**config.mk**
```make
export PLATFORM = sky130hd
export DESIGN_NAME = bitmap_page_frame_allocator
export DESIGN_NICKNAME = d
export VERILOG_FILES = /design/src/rtl/core/bpfa_pkg.sv /design/src/rtl/core/bitmap_page_frame_allocator.sv /design/src/rtl/core/bpfa_ram.sv
export SDC_FILE = /design/constraint.sdc
export NUM_CORES = 2
export LEC_CHECK = 0
export BUFFER_PORTS_ARGS = -buffer_cell sky130_fd_sc_hd__clkbuf_2
export CAP_MARGIN = 20
export CORE_MARGIN = 4
export CORE_UTILIZATION = 46
export CTS_CLUSTER_DIAMETER = 60
export DETAILED_ROUTE_END_ITERATION = 10
export PLACE_DENSITY = 0.72
export SYNTH_ARGS = -nofsm -noshare
export SYNTH_HDL_FRONTEND = slang
export SYNTH_SLANG_ARGS = --single-unit
export TNS_END_PERCENT = 20
```
**constraint.sdc**
```tcl
create_clock -name aclk -period 8 [get_ports aclk]
set_input_delay 0.8 -clock aclk [delete_from_list [all_inputs] [get_ports aclk]]
set_output_delay 0.8 -clock aclk [all_outputs]
set_load 0.03 [all_outputs]
```
**src/rtl/core/bpfa_pkg.sv**
```systemverilog
package bpfa_pkg;

    localparam int DEF_MAX_PAGES    = 4096;
    localparam int DEF_PAGE_BYTES   = 4096;
    localparam int ADDRESS_BITS     = 48;

    localparam int ADDR_W   = 48;
    localparam int ACT_W    = 3;
    localparam int STATUS_W = 3;
    localparam int COUNT_W  = 13;
    localparam int CFG_IDX_W = 1;
    localparam int WORD_BITS = 64;
    localparam int BIT_W     = 6;

    localparam logic [COUNT_W-1:0] COUNT_MAX    = '1;
    localparam logic [COUNT_W-1:0] TOTAL_RESET  = 13'd4096;

    localparam logic [ADDR_W-1:0] GRANT_MASK =
        (ADDRESS_BITS >= ADDR_W) ? {ADDR_W{1'b1}}
                                 : ADDR_W'((64'd1 << ADDRESS_BITS) - 64'd1);

    typedef enum logic [CFG_IDX_W-1:0] {
        REG_BASE_ADDRESS = 1'b0,
        REG_TOTAL_PAGES  = 1'b1
    } cfg_reg_t;

    typedef enum logic [ACT_W-1:0] {
        ACT_REQUEST = 3'd0,
        ACT_LOCK    = 3'd1,
        ACT_FREE    = 3'd2,
        ACT_RESERVE = 3'd3,
        ACT_RELEASE = 3'd4
    } action_t;

    typedef enum logic [STATUS_W-1:0] {
        ST_OK        = 3'd0,
        ST_EXHAUSTED = 3'd1,
        ST_BUSY      = 3'd2,
        ST_FREE      = 3'd3,
        ST_BAD       = 3'd4
    } status_t;

    typedef enum logic [2:0] {
        S_CLEAR,
        S_IDLE,
        S_DECODE,
        S_SCAN,
        S_MODIFY,
        S_OUT
    } state_t;

endpackage

```
**src/rtl/core/bitmap_page_frame_allocator.sv**
```systemverilog
// Channel   Direction  Handshake            Beat contents
// s_        in         s_valid / s_ready    s_action, s_page_address
// m_        out        m_valid / m_ready    m_granted_address, m_status, m_*_pages
// cfg_      in         cfg_wr_en            cfg_index, cfg_wdata
//
// Lock, free, reserve and release beats go through decode, modify and output before
// the next accept; rejected beats and unknown actions go from decode to output.
// A request decodes, then scans words up to the one with the last configured page,
// one 64-bit word per cycle through the single bitmap RAM read port, then outputs.
// After reset a clearing pass zeroes the bitmap, one word per cycle.
// A result waiting in the output register does not stop the next beat being accepted.
module bitmap_page_frame_allocator #(
    parameter int MAX_PAGES  = bpfa_pkg::DEF_MAX_PAGES,
    parameter int PAGE_BYTES = bpfa_pkg::DEF_PAGE_BYTES
) (
    input  logic                              aclk,
    input  logic                              aresetn,

    input  logic                              s_valid,
    output logic                              s_ready,
    input  logic [bpfa_pkg::ACT_W-1:0]        s_action,
    input  logic [bpfa_pkg::ADDR_W-1:0]       s_page_address,

    output logic                              m_valid,
    input  logic                              m_ready,
    output logic [bpfa_pkg::ADDR_W-1:0]       m_granted_address,
    output logic [bpfa_pkg::STATUS_W-1:0]     m_status,
    output logic [bpfa_pkg::COUNT_W-1:0]      m_free_pages,
    output logic [bpfa_pkg::COUNT_W-1:0]      m_used_pages,
    output logic [bpfa_pkg::COUNT_W-1:0]      m_reserved_pages,

    input  logic                              cfg_wr_en,
    input  logic [bpfa_pkg::CFG_IDX_W-1:0]    cfg_index,
    input  logic [bpfa_pkg::ADDR_W-1:0]       cfg_wdata
);

    import bpfa_pkg::*;

    localparam int WORDS      = (MAX_PAGES + WORD_BITS - 1) / WORD_BITS;
    localparam int WORD_AW    = (WORDS > 1) ? $clog2(WORDS) : 1;
    localparam int IDX_W      = $clog2(MAX_PAGES);
    localparam int PAGE_SHIFT = $clog2(PAGE_BYTES);
    localparam logic [COUNT_W-1:0] MAX_CAP =
        (MAX_PAGES < 8192) ? COUNT_W'(MAX_PAGES) : {COUNT_W{1'b1}};
    localparam logic [WORD_AW-1:0] LAST_WORD = WORD_AW'(WORDS - 1);

    state_t                 state_reg, state_next;
    logic [ACT_W-1:0]       act_reg, act_next;
    logic [ADDR_W-1:0]      addr_reg, addr_next;
    logic [IDX_W-1:0]       idx_reg, idx_next;
    logic [WORD_AW-1:0]     scan_word_reg, scan_word_next;
    logic [WORD_AW-1:0]     clr_addr_reg, clr_addr_next;
    logic [COUNT_W-1:0]     used_reg, used_next;
    logic [COUNT_W-1:0]     rsvd_reg, rsvd_next;
    logic [ADDR_W-1:0]      base_reg, base_next;
    logic [COUNT_W-1:0]     total_reg, total_next;
    logic [ADDR_W-1:0]      res_granted_reg, res_granted_next;
    status_t                res_status_reg, res_status_next;
    logic                   m_valid_reg, m_valid_next;
    logic [ADDR_W-1:0]      m_granted_reg, m_granted_next;
    logic [STATUS_W-1:0]    m_status_reg, m_status_next;
    logic [COUNT_W-1:0]     m_free_reg, m_free_next;
    logic [COUNT_W-1:0]     m_used_reg, m_used_next;
    logic [COUNT_W-1:0]     m_rsvd_reg, m_rsvd_next;

    logic                   ram_we;
    logic [WORD_AW-1:0]     ram_waddr;
    logic [WORD_BITS-1:0]   ram_wdata;
    logic [WORD_AW-1:0]     ram_raddr;
    logic [WORD_BITS-1:0]   ram_rdata;

    logic [COUNT_W-1:0]     eff_total;
    logic [COUNT_W-1:0]     eff_m1;
    logic [WORD_AW-1:0]     last_word;
    logic [BIT_W-1:0]       rem_bits;
    logic [WORD_BITS-1:0]   tail_mask;
    logic [WORD_BITS-1:0]   avail;
    logic                   found;
    logic [BIT_W-1:0]       found_pos;
    logic                   base_misaligned;
    logic [ADDR_W-1:0]      diff;
    logic [ADDR_W-1:0]      quot;
    logic                   addr_bad;
    logic [WORD_AW+BIT_W-1:0] gidx;
    logic [63:0]            grant_sum;
    logic [BIT_W-1:0]       bit_pos;
    logic                   bit_val;
    logic [COUNT_W:0]       taken;

    bpfa_ram #(
        .WIDTH (WORD_BITS),
        .DEPTH (WORDS)
    ) u_bitmap (
        .aclk  (aclk),
        .we    (ram_we),
        .waddr (ram_waddr),
        .wdata (ram_wdata),
        .raddr (ram_raddr),
        .rdata (ram_rdata)
    );

    // effective total, scan bounds, address decode
    always_comb begin
        eff_total = (total_reg > MAX_CAP) ? MAX_CAP : total_reg;
        eff_m1    = eff_total - COUNT_W'(1);
        last_word = WORD_AW'(eff_m1 >> BIT_W);
        rem_bits  = eff_total[BIT_W-1:0];
        tail_mask = (rem_bits == '0) ? {WORD_BITS{1'b1}}
                                     : ((WORD_BITS'(1) << rem_bits) - WORD_BITS'(1));
        avail = ~ram_rdata & ((scan_word_reg == last_word) ? tail_mask : {WORD_BITS{1'b1}});
        found = |avail;
        found_pos = '0;
        for (int i = WORD_BITS - 1; i >= 0; i--) begin
            if (avail[i]) begin
                found_pos = BIT_W'(i);
            end
        end
        base_misaligned = |base_reg[PAGE_SHIFT-1:0];
        diff     = addr_reg - base_reg;
        quot     = diff >> PAGE_SHIFT;
        addr_bad = base_misaligned || (addr_reg < base_reg) ||
                   (|diff[PAGE_SHIFT-1:0]) || (quot >= ADDR_W'(eff_total));
        gidx      = {scan_word_reg, found_pos};
        grant_sum = 64'(base_reg) + (64'(gidx) << PAGE_SHIFT);
        bit_pos   = idx_reg[BIT_W-1:0];
        bit_val   = ram_rdata[bit_pos];
        taken     = (COUNT_W+1)'(used_reg) + (COUNT_W+1)'(rsvd_reg);
    end

    always_ff @(posedge aclk) begin
        if (!aresetn) begin
            state_reg     <= S_CLEAR;
            clr_addr_reg  <= '0;
            used_reg      <= '0;
            rsvd_reg      <= '0;
            base_reg      <= '0;
            total_reg     <= TOTAL_RESET;
            m_valid_reg   <= 1'b0;
        end else begin
            state_reg     <= state_next;
            clr_addr_reg  <= clr_addr_next;
            used_reg      <= used_next;
            rsvd_reg      <= rsvd_next;
            base_reg      <= base_next;
            total_reg     <= total_next;
            m_valid_reg   <= m_valid_next;
        end
    end

    always_ff @(posedge aclk) begin
        act_reg         <= act_next;
        addr_reg        <= addr_next;
        idx_reg         <= idx_next;
        scan_word_reg   <= scan_word_next;
        res_granted_reg <= res_granted_next;
        res_status_reg  <= res_status_next;
        m_granted_reg   <= m_granted_next;
        m_status_reg    <= m_status_next;
        m_free_reg      <= m_free_next;
        m_used_reg      <= m_used_next;
        m_rsvd_reg      <= m_rsvd_next;
    end

    always_comb begin
        state_next       = state_reg;
        act_next         = act_reg;
        addr_next        = addr_reg;
        idx_next         = idx_reg;
        scan_word_next   = scan_word_reg;
        clr_addr_next    = clr_addr_reg;
        used_next        = used_reg;
        rsvd_next        = rsvd_reg;
        base_next        = base_reg;
        total_next       = total_reg;
        res_granted_next = res_granted_reg;
        res_status_next  = res_status_reg;
        m_valid_next     = m_valid_reg;
        m_granted_next   = m_granted_reg;
        m_status_next    = m_status_reg;
        m_free_next      = m_free_reg;
        m_used_next      = m_used_reg;
        m_rsvd_next      = m_rsvd_reg;
        ram_we           = 1'b0;
        ram_waddr        = WORD_AW'(idx_reg >> BIT_W);
        ram_wdata        = ram_rdata;
        ram_raddr        = scan_word_reg + WORD_AW'(1);
        s_ready          = 1'b0;

        if (cfg_wr_en) begin
            unique case (cfg_reg_t'(cfg_index))
                REG_BASE_ADDRESS: base_next  = cfg_wdata;
                REG_TOTAL_PAGES:  total_next = cfg_wdata[COUNT_W-1:0];
            endcase
        end

        if (m_valid_reg && m_ready) begin
            m_valid_next = 1'b0;
        end

        unique case (state_reg)
            S_CLEAR: begin
                ram_we        = 1'b1;
                ram_waddr     = clr_addr_reg;
                ram_wdata     = '0;
                clr_addr_next = clr_addr_reg + WORD_AW'(1);
                if (clr_addr_reg == LAST_WORD) begin
                    state_next = S_IDLE;
                end
            end
            S_IDLE: begin
                s_ready = 1'b1;
                if (s_valid) begin
                    act_next   = s_action;
                    addr_next  = s_page_address;
                    state_next = S_DECODE;
                end
            end
            S_DECODE: begin
                idx_next         = IDX_W'(quot);
                scan_word_next   = '0;
                res_granted_next = '0;
                res_status_next  = ST_OK;
                priority case (act_reg)
                    ACT_REQUEST: begin
                        ram_raddr = '0;
                        if (base_misaligned) begin
                            res_status_next = ST_BAD;
                            state_next      = S_OUT;
                        end else if (eff_total == '0) begin
                            res_status_next = ST_EXHAUSTED;
                            state_next      = S_OUT;
                        end else begin
                            state_next = S_SCAN;
                        end
                    end
                    ACT_LOCK, ACT_FREE, ACT_RESERVE, ACT_RELEASE: begin
                        ram_raddr = WORD_AW'(IDX_W'(quot) >> BIT_W);
                        if (addr_bad) begin
                            res_status_next = ST_BAD;
                            state_next      = S_OUT;
                        end else begin
                            state_next = S_MODIFY;
                        end
                    end
                    default: begin
                        state_next = S_OUT;
                    end
                endcase
            end
            S_SCAN: begin
                scan_word_next = scan_word_reg + WORD_AW'(1);
                if (found) begin
                    ram_we           = 1'b1;
                    ram_waddr        = scan_word_reg;
                    ram_wdata        = ram_rdata | (WORD_BITS'(1) << found_pos);
                    used_next        = (used_reg == COUNT_MAX) ? used_reg
                                                               : used_reg + COUNT_W'(1);
                    res_granted_next = grant_sum[ADDR_W-1:0] & GRANT_MASK;
                    state_next       = S_OUT;
                end else if (scan_word_reg == last_word) begin
                    res_status_next = ST_EXHAUSTED;
                    state_next      = S_OUT;
                end
            end
            S_MODIFY: begin
                state_next = S_OUT;
                if (act_reg == ACT_LOCK || act_reg == ACT_RESERVE) begin
                    if (bit_val) begin
                        res_status_next = ST_BUSY;
                    end else begin
                        ram_we    = 1'b1;
                        ram_wdata = ram_rdata | (WORD_BITS'(1) << bit_pos);
                        if (act_reg == ACT_LOCK) begin
                            used_next = (used_reg == COUNT_MAX) ? used_reg
                                                                : used_reg + COUNT_W'(1);
                        end else begin
                            rsvd_next = (rsvd_reg == COUNT_MAX) ? rsvd_reg
                                                                : rsvd_reg + COUNT_W'(1);
                        end
                    end
                end else begin
                    if (!bit_val) begin
                        res_status_next = ST_FREE;
                    end else begin
                        ram_we    = 1'b1;
                        ram_wdata = ram_rdata & ~(WORD_BITS'(1) << bit_pos);
                        if (act_reg == ACT_FREE) begin
                            used_next = (used_reg == '0) ? used_reg : used_reg - COUNT_W'(1);
                        end else begin
                            rsvd_next = (rsvd_reg == '0) ? rsvd_reg : rsvd_reg - COUNT_W'(1);
                        end
                    end
                end
            end
            S_OUT: begin
                if (!m_valid_reg || m_ready) begin
                    m_valid_next   = 1'b1;
                    m_granted_next = res_granted_reg;
                    m_status_next  = res_status_reg;
                    m_free_next    = (taken >= (COUNT_W+1)'(eff_total)) ? '0
                                   : COUNT_W'((COUNT_W+1)'(eff_total) - taken);
                    m_used_next    = used_reg;
                    m_rsvd_next    = rsvd_reg;
                    state_next     = S_IDLE;
                end
            end
            default: begin
                state_next = S_IDLE;
            end
        endcase
    end

    assign m_valid           = m_valid_reg;
    assign m_granted_address = m_granted_reg;
    assign m_status          = m_status_reg;
    assign m_free_pages      = m_free_reg;
    assign m_used_pages      = m_used_reg;
    assign m_reserved_pages  = m_rsvd_reg;

endmodule

```
**src/rtl/core/bpfa_ram.sv**
```systemverilog
module bpfa_ram #(
    parameter int WIDTH = 64,
    parameter int DEPTH = 64
) (
    input  logic                                   aclk,
    input  logic                                   we,
    input  logic [(DEPTH > 1 ? $clog2(DEPTH) : 1)-1:0] waddr,
    input  logic [WIDTH-1:0]                       wdata,
    input  logic [(DEPTH > 1 ? $clog2(DEPTH) : 1)-1:0] raddr,
    output logic [WIDTH-1:0]                       rdata
);

    logic [WIDTH-1:0] mem [DEPTH];
    logic [WIDTH-1:0] rdata_reg;

    always_ff @(posedge aclk) begin
        if (we) begin
            mem[waddr] <= wdata;
        end
        rdata_reg <= mem[raddr];
    end

    assign rdata = rdata_reg;

endmodule
```
==> metrics.md <==
| Metric | Value |
|---|---|
| Htree depth | 5 |
| Worst skew pair latency | 1.03 ns |
| Nets | 13,510 |
| Setup TNS | 0 ns |
| Prevailing post-synth register cell | edfxtp_1 |
| Vias per cell | 6.322 |
| Synthesis-stage register bit count | about 4,500 |
| WL met1 | 202.8 mm |
| CTS tree | built |
| Period utilisation layout | 96.16% |
| Gpl congestion | 1.027 |
| Max cap viols | 0 |
| Pin count of the biggest net entering global routing | 125 |
| Clock Root Buffer | clkbuf_16 |
| Final min period | 7.692 ns |
| Routed WL per cell | 29.89 um |
| Total congestion overflow | 0 |
| DR WL met2 | 254.7 mm |
| Met3 wire len | 76.21 mm |
| Post-synth top area share | 70.90% |
| Worst slew pin tran | 1.184 ns |
| Die width | 637.7 um |
| Synth area leaders | edfxtp_1 71%, nand2_1 6.2%, mux4_2 5.0% |
| IO buf count | 196 |
| Core area | 393,700 um2 |
| Worst Path Max Fanout | 25 |
| Routed Antenna Nets | 0 |
| P per Cell Area | 223.0 nW/um2 |
| Post-Syn Instances | 12,830 |
| Final hold vios | 0 |
| Cell variety after synth | approximately 110 |
| Final setup vio count | 0 |
| Syn avg cell area | 14.21 um2 |
| Filler Cell Count | 30,880 |
| Top-level I/O count | 197 |
| Clock-pin slew on the worst setup and hold paths | 0.07 ns |
| Failing checks | design-rule violations |
| Largest area contributor in the netlist | edfxtp_1 |
| Die height | 637.7 um |
| LEAKAGE | between 0.07 and 0.08 uW |
| CP Class | reg2reg |
| RSZ-0062 raised after global routing | no |
| Vias in the first global route | around 110k |
| Dpl hpwl | 325.0 mm |
| Worst setup EP type | flop |
| Routed vias | 119,200 |
| Max FFs per register | between 4,000 and 5,000 |
| Slew headroom | 21.05% |
| 1st-pass router iterations | 11 |
| Warnings from Yosys | 0 |
| Status | complete, but fails checks |
| Hold Path Class | in2reg |
| CP required | 8.72 ns |
| First-pass GRT wire length | 803.1 mm |
| Worst vdd ir | 212.6 uV |
| Layout area overhead | 14.47% |
| Routed WL | 563.5 mm |
| Clock skew | 0.08052 ns |
| Share of cells above drive strength 1 | 14.56% |
| Async SR Flop Fraction | 0% |
| Most frequent cells in the layout | 4,306 x edfxtp_1, 3,003 x nand2_1, 652 x and3_1, 474 x a31oi_1, 429 x clkbuf_16 |
| Clk buf depth | 4 |
| Slew Limit Fails | 0 |
| Worst EP arrival | 8.41 ns |
| Die area | 406,600 um2 |
| Syn Std Cell Area | 182,400 um2 |
| Final Core Density | 53.03% |
| Clock Sink Count | around 4,500 |
| Number of synthesized flops with an enable pin | 4,306 |
| Initial Util | 46.33% |
| Initial DRC count | a little under 20,000 |
| CTS buffer count | 424 |
| Startpoint types | flop |
| Highest metal used | met5 |
| Max Fclk | 130.0 MHz |
| Antenna violations before repair | 20 |
| Sequential area share after synthesis | 72.67% |
| GRT Total Usage | 26.92% |
| Commonest non-fill, non-tap cell in the layout | edfxtp_1 |
| Synthesized net count | 13,070 |
| DRC violations left | 2 |
| Cell Rows | 230 |
[final cells by class]
cell class                 instances  area [um2]  share of cell area [%]
antenna                            8       20.02                0.009589
clock buffer                     550       11410                   5.465
clock inverter                   227        2282                   1.093
inverter                         159       596.8                  0.2859
multi-input combinational       7436       47800                   22.90
sequential                      4467      132500                   63.48
tap                             5220        6531                   3.129
timing repair buffer             786        7595                   3.638
[power breakdown]
part           leakage (uW)  internal [uW]  switching (uW)  total, uW
logic                0.0217            363             646       1010
clock network       0.00668          11200            8690      19900
registers            0.0438          25400             207      25600
total                0.0721          37000            9550      46500
[worst max-delay path: stages, from the launching register on]
cell and delay (ns):
dfxtp_1 0.32, or4_4 0.61, or4_1 0.55, mux2i_1 0.19
a2111oi_2 0.38, buf_4 0.28, and3_2 0.43, buf_6 0.29
o21ai_1 0.12, a2111oi_0 0.50, o31ai_1 0.17, a2111o_1 0.44
o211a_1 0.25, o31ai_2 0.39, inv_1 0.18, ha_1 0.31
a21oi_1 0.07, a31oi_1 0.21, a2111oi_0 0.10, nor2b_1 0.45
a31oi_1 0.24, a211oi_1 0.27, buf_4 0.28, nand4_1 0.14
mux2i_1 0.17
[stage by stage]
step                total power, uW  hold slack (ns)  setup slack, ns  cell area [um2]  cells
finish                        46550          0.03014           0.3075           208800  18850
global route                  47740         0.009038         0.003010           208800  18850
CTS                           46630        0.0009346           0.3213           208700  18840
detailed placement            27060           0.4045           0.4177           194600  18030
global placement              27050           0.4004           0.4157           194500  18020
floorplan                     26540           0.4003          -0.5888           182400  12830
[synthesized netlist by cell type (38+ instances only)]
master,instances
a21boi_0,74
nand2_1,3011
dfxtp_1,161
and4_1,66
clkbuf_1,685
o211ai_1,73
o22a_1,64
xnor2_1,74
edfxtp_1,4306
and3_1,653
nor3_1,55
nand4_1,97
o21ai_0,427
o22ai_1,159
a31oi_1,476
nor2b_1,40
nand3_1,338
mux4_2,406
nor4_1,104
nand2b_1,38
ha_1,129
a21oi_1,209
nor2_1,309
inv_1,156
a22oi_1,169
buf_1,71
[routing by layer]
layer	vias to the layer above	track usage, %
li1	49590	-
met1	59390	36.20
met4	8	12.37
met2	8757	41.25
met5	-	0
met3	1446	6.961
[path summary, 6_finish.rpt]
| path | startpoint | endpoint | slack [ns] | cells after the start |
|---|---|---|---|---|
| max | total_reg[1]$_SDFFE_PN0P_ | res_granted_reg[35]$_SDFFCE_PN0P_ | 0.31 | 24 |
| min | s_page_address[32] | addr_reg[32]$_DFFE_PP_ | 0.03 | 1 |
| max reg2reg | total_reg[1]$_SDFFE_PN0P_ | res_granted_reg[35]$_SDFFCE_PN0P_ | 0.31 | 24 |
| min reg2reg | res_granted_reg[10]$_SDFFCE_PN0P_ | m_granted_address[10]$_DFFE_PP_ | 0.37 | 0 |
[logic make-up after synthesis]
family,Yosys count,share of synthesized area (%)
AO/OA/AOI/OAI,1905,6.722
XOR/XNOR,105,0.5043
adder cells (fa/ha/maj),136,0.9509
buffers and inverters,931,1.959
flip-flops,4467,72.67
multiplexers,439,5.196
AND/OR/NAND/NOR,4851,12.00
[timing repair]
item                                    in CTS  in global routing
endpoints found under the setup margin       0                 75
setup buffers                                0                  5
gates resized for setup                      0                  2
hold buffers                                36                  0
endpoints found under the hold margin       36                  0
Power figures use the tool's default switching activity.
